**src/rtl/tewb_pkg.sv**
```systemverilog
// ----------------------------------------------------------------------------
// tewb_pkg
// Shared constants, codes and controller/datapath interface types for the
// timestamped event word buffer.
// ----------------------------------------------------------------------------
package tewb_pkg;

  localparam int BUFFER_WORDS = 1024;
  localparam int IDX_W        = $clog2(BUFFER_WORDS + 1);
  localparam int ADDR_W       = $clog2(BUFFER_WORDS);
  localparam int WORD_W       = 32;
  localparam int TIME_W       = 24;
  localparam int MSG_W        = 24;
  localparam int DELTA_W      = WORD_W - TIME_W;

  localparam logic [DELTA_W-1:0] ESC_BYTE    = 8'hFF;
  localparam logic [DELTA_W-1:0] DELTA_LIMIT = 8'hFF;

  localparam logic CMD_WRITE = 1'b0;
  localparam logic CMD_READ  = 1'b1;

  typedef enum logic [1:0] {
    ST_OK    = 2'd0,
    ST_FULL  = 2'd1,
    ST_EMPTY = 2'd2
  } status_t;

  typedef enum logic [1:0] {
    SRC_NONE  = 2'd0,
    SRC_SHORT = 2'd1,
    SRC_MSG   = 2'd2
  } src_t;

  typedef enum logic [2:0] {
    S_IDLE    = 3'd0,
    S_WR_HEAD = 3'd1,
    S_WR_MSG  = 3'd2,
    S_RD_HEAD = 3'd3,
    S_RD_WORD = 3'd4,
    S_RD_MSG  = 3'd5
  } state_t;

  typedef struct packed {
    logic    load;
    logic    wr_head;
    logic    wr_msg;
    logic    rd_head;
    logic    rd_word;
    logic    rd_msg;
    logic    post;
    status_t code;
    src_t    src;
  } tewb_cmd_t;

  typedef struct packed {
    logic wr_escape;
    logic wr_refuse;
    logic rd_empty;
    logic rd_escape;
    logic rd_last;
  } tewb_stat_t;

endpackage

```
**src/rtl/tewb_ctrl.sv**
```systemverilog
// ----------------------------------------------------------------------------
// tewb_ctrl
// Controller: sequences word writes and reads over the single store port and
// owns the result valid flag.
// ----------------------------------------------------------------------------
module tewb_ctrl (
  input  logic                 clk,
  input  logic                 rst,
  input  logic                 in_valid,
  output logic                 in_ready,
  input  logic                 op,
  output logic                 out_valid,
  input  logic                 out_ready,
  input  tewb_pkg::tewb_stat_t stat,
  output tewb_pkg::tewb_cmd_t  cmd
);
  import tewb_pkg::*;

  state_t state;
  state_t state_next;
  logic   slot_free;

  assign slot_free = !out_valid || out_ready;
  assign in_ready  = (state == S_IDLE);

  always_ff @(posedge clk) begin
    if (rst) begin
      state     <= S_IDLE;
      out_valid <= 1'b0;
    end else begin
      state <= state_next;
      if (cmd.post) begin
        out_valid <= 1'b1;
      end else if (out_ready) begin
        out_valid <= 1'b0;
      end
    end
  end

  always_comb begin
    state_next = state;
    cmd        = '0;
    unique case (state)
      S_IDLE: begin
        if (in_valid) begin
          cmd.load   = 1'b1;
          state_next = (op == CMD_READ) ? S_RD_HEAD : S_WR_HEAD;
        end
      end
      S_WR_HEAD: begin
        if (slot_free) begin
          if (stat.wr_refuse) begin
            cmd.post   = 1'b1;
            cmd.code   = ST_FULL;
            state_next = S_IDLE;
          end else if (stat.wr_escape) begin
            cmd.wr_head = 1'b1;
            state_next  = S_WR_MSG;
          end else begin
            cmd.wr_head = 1'b1;
            cmd.post    = 1'b1;
            state_next  = S_IDLE;
          end
        end
      end
      S_WR_MSG: begin
        if (slot_free) begin
          cmd.wr_msg = 1'b1;
          cmd.post   = 1'b1;
          state_next = S_IDLE;
        end
      end
      S_RD_HEAD: begin
        if (stat.rd_empty) begin
          if (slot_free) begin
            cmd.post   = 1'b1;
            cmd.code   = ST_EMPTY;
            state_next = S_IDLE;
          end
        end else begin
          cmd.rd_head = 1'b1;
          state_next  = S_RD_WORD;
        end
      end
      S_RD_WORD: begin
        if (slot_free) begin
          if (stat.rd_escape && stat.rd_last) begin
            cmd.post   = 1'b1;
            cmd.code   = ST_EMPTY;
            state_next = S_IDLE;
          end else if (stat.rd_escape) begin
            cmd.rd_word = 1'b1;
            state_next  = S_RD_MSG;
          end else begin
            cmd.rd_word = 1'b1;
            cmd.post    = 1'b1;
            cmd.src     = SRC_SHORT;
            state_next  = S_IDLE;
          end
        end
      end
      S_RD_MSG: begin
        if (slot_free) begin
          cmd.rd_msg = 1'b1;
          cmd.post   = 1'b1;
          cmd.src    = SRC_MSG;
          state_next = S_IDLE;
        end
      end
      default: begin
        state_next = S_IDLE;
      end
    endcase
  end

`ifndef ASSERT_OFF
  a_post_free: assert property (@(posedge clk) disable iff (rst)
    cmd.post |-> (!out_valid || out_ready))
    else $error("result posted over a pending word");
  a_end_posts: assert property (@(posedge clk) disable iff (rst)
    (state != S_IDLE) && (state_next == S_IDLE) |-> cmd.post)
    else $error("item finished without a result");
  a_no_refused_write: assert property (@(posedge clk) disable iff (rst)
    (cmd.wr_head || cmd.wr_msg) |-> !stat.wr_refuse)
    else $error("write issued without room");
`endif

endmodule

```
**config.mk**
```make
export PLATFORM = sky130hd
export DESIGN_NAME = tewb_ctrl
export DESIGN_NICKNAME = d
export VERILOG_FILES = /design/src/rtl/tewb_pkg.sv /design/src/rtl/tewb_ctrl.sv
export SDC_FILE = /design/constraint.sdc
export NUM_CORES = 1
export LEC_CHECK = 0
export BUFFER_PORTS_ARGS = -buffer_cell sky130_fd_sc_hd__buf_4
export CAP_MARGIN = 20
export CORE_AREA = 2 2 39 41
export DETAILED_ROUTE_END_ITERATION = 6
export DIE_AREA = 0 0 41 43
export HOLD_SLACK_MARGIN = 0.1
export PLACE_DENSITY_LB_ADDON = 0.25
export SYNTH_ARGS = -nofsm -noshare
export SYNTH_HDL_FRONTEND = slang
export SYNTH_SLANG_ARGS = --single-unit
```
**constraint.sdc**
```tcl
create_clock -name clk -period 3.4 [get_ports clk]
set_clock_uncertainty 0.05 [all_clocks]
set_input_delay 0.51 -clock clk [delete_from_list [all_inputs] [get_ports clk]]
set_output_delay 0.51 -clock clk [all_outputs]
set_load 0.005 [all_outputs]
```
==> results_dict.tcl <==
set metrics [dict create \
    synth-edff-count 0 \
    final_cells 93 \
    finalInstanceArea_um2 614 \
    drtAntennaViolNets 0 \
    synthDistinctLibCells 31 \
    synth-seq-cells 4 \
    synth_top_cell_by_area "dfxtp_1" \
    synth.top_cell.area_share_pct 17.8 \
    clk_pin_slew_ns 0.04 \
    synth_top_family_by_area "simple AND/OR/NAND/NOR gates" \
    hold_viol_final 0 \
    crit_required_ns 2.84 \
    avgSynthCellArea_um2 7.88 \
    max_freq_ghz 0.455 \
    endpoint_kind "output port" \
    viasPerCell 5.23 \
    syn_to_final_growth_pct 36.8 \
    rows 14 \
    yosysWarnings 0 \
    port_buffers 22 \
    grt_max_degree 16 \
    maxSlewViolCount 0 \
    firstDrtPassIters 2 \
    power_uw 198 \
    synthMuxAreaShare_pct 0 \
    clk_latency_ns 0.23 \
    synthXorXnorAreaFrac_pct 0 \
    synth-main-ff-cell "dfxtp_1" \
    irDropWorstVdd_v 0.000164 \
    grt_pass1_wl_mm 1.57 \
    post-place-cells 90 \
    maxCapViolCount 0 \
    clock-sinks 4 \
    dr_total_vias 486 \
    die_w_um 41 \
    synth_nets 67 \
    path_class "reg -> out" \
    r2r_slack_ns 1.91 \
    cts_setup_buffers 0 \
    final_util_pct 44.4 \
    num-fill-cells 139 \
    drcViolationCount 0 \
    die_area_um2 1760 \
    postCtsHoldBufs 0 \
    cp.arrival_ns 1.64 \
    synthAdderAreaFrac_pct 0 \
    hold_path_class "in -> reg" \
    synthTopCellsByArea "dfxtp_1 (18%), nand2b_1 (7.0%), a21oi_1 (5.6%)" \
    start_util_pct 32.5 \
    first_iter_violations 3 \
    htree_levels 1 \
    yosys-top-cells-count "a21oi_1 (5), nand2b_1 (5), nor2_1 (5)" \
    grt_pass1_vias 396 \
    wl_per_cell_um 11.5 \
    grt-ovfl-total 0 \
    fin_setup_tns_ns 0 \
    min_period_ns 2.20 \
    rsz0062_at_grt "false" \
    cts_made_buffers 3 \
    clock-root-buffer "clkbuf_4" \
    setup_viol 0 \
    worst_slew_pin_slew_ns 0.499 \
    synth_simple_gate_area_share_pct 45.4 \
    drive_gt1_share_pct 41.6 \
    netlist_instances 57 \
    maxSlewHeadroom_pct 66.7 \
    dpl_cell_area_um2 592 \
    syn_area_um2 449 \
    place_congestion 0.693 \
    final_net_count 89 \
    synth_compound_area_share_pct 26.5 \
    num_antenna_cells 0 \
    dp_hpwl_um 811 \
    seq_area_frac_synth_pct 17.8 \
    cts_tree "done" \
    ctsResizeCount 0 \
    boundaryPins 23 \
    die_y_um 43 \
    core-area_um2 1380 \
    grt_antenna_before_repair 0 \
    status "finished clean" \
    period_share_pct 64.6 \
    wirelength_mm 1.07 \
    leakage_uw 0.000279 \
    start_kind "flop" \
    clock_path_buffers 2 \
    p_per_area_nw_per_um2 323 \
    grt_usage_pct 12.9 \
    synthArstFlopShare_pct 0 \
    path_max_fanout 15 \
]
==> critical path, stage by stage, from the launching register on <==
cell	delay, ns
dfxtp_1	0.62
nor3b_2	0.15
a221oi_1	0.41
nor2_1	0.08
buf_4	0.14
==> logic make-up after synthesis <==
family | after synthesis
AOI/OAI and AO/OA | 15
buffers and inverters | 6
DFF | 4
and+or+nand+nor | 32
==> area by class of cell <==
| class | instances | area [um^2] | share of cell area, % |
|---|---|---|---|
| Tap cell | 16 | 20.0 | 3.26 |
| Timing Repair Buffer | 22 | 165 | 26.9 |
| Inverter | 1 | 3.75 | 0.611 |
| Clock buffer | 3 | 22.5 | 3.67 |
| Sequential cell | 4 | 80.1 | 13.0 |
| Multi-Input combinational cell | 47 | 323 | 52.5 |
==> metal layers <==
metal / vias up / GRT usage [%] / routed length (um)
li1: 249 / - / -
met1: 223 / 16.3 / 501
met2: 12 / 18.8 / 501
met3: 2 / 1.57 / 52
met4: 0 / 10.0 / 18
met5: - / 0 / 0
==> stage by stage <==
| stage | worst slack [ns] | hold slack [ns] |
|---|---|---|
| finish | 1.20 | 0.430 |
| detailed placement | 1.42 | 0.502 |
| global placement | 1.46 | 0.545 |
| CTS | 1.22 | 0.424 |
| floorplan | 1.74 | 0.461 |
| global route | 1.09 | 0.431 |
==> final timing paths <==
| path | start | to | depth (start not counted) |
|---|---|---|---|
| setup / recovery | state[1] | cmd[4] | 4 |
| hold / removal | rst | state[0] | 2 |
| setup reg to reg | state[2] | state[2] | 4 |
| hold reg to reg | out_valid | out_valid | 2 |
==> report_power, final <==
group / leakage (uW) / internal (uW) / switching, uW / total [uW]
registers: 0.0000328 / 52.1 / 13.1 / 65.2
clock network: 0.0000138 / 39.4 / 17.8 / 57.2
logic: 0.000232 / 43.2 / 32.6 / 75.9
==> layout by cell type (no fill, tap or decap), drive strengths merged, types with 2 or more instances in the layout <==
master	count
a31oi	2
dfxtp	4
nor2	5
nand3b	2
nand3	2
and3	2
nor3b	4
buf	22
a21oi	5
nand2b	5
nand2	3
nor2b	2
clkbuf	3
o31ai	2
==> sequential cells by signal, summed over array words and instances (netlist names) <==
| name | flops |
|---|---|
| state | 3 |
| out_valid | 1 |
(Power assumes the default switching activity.)
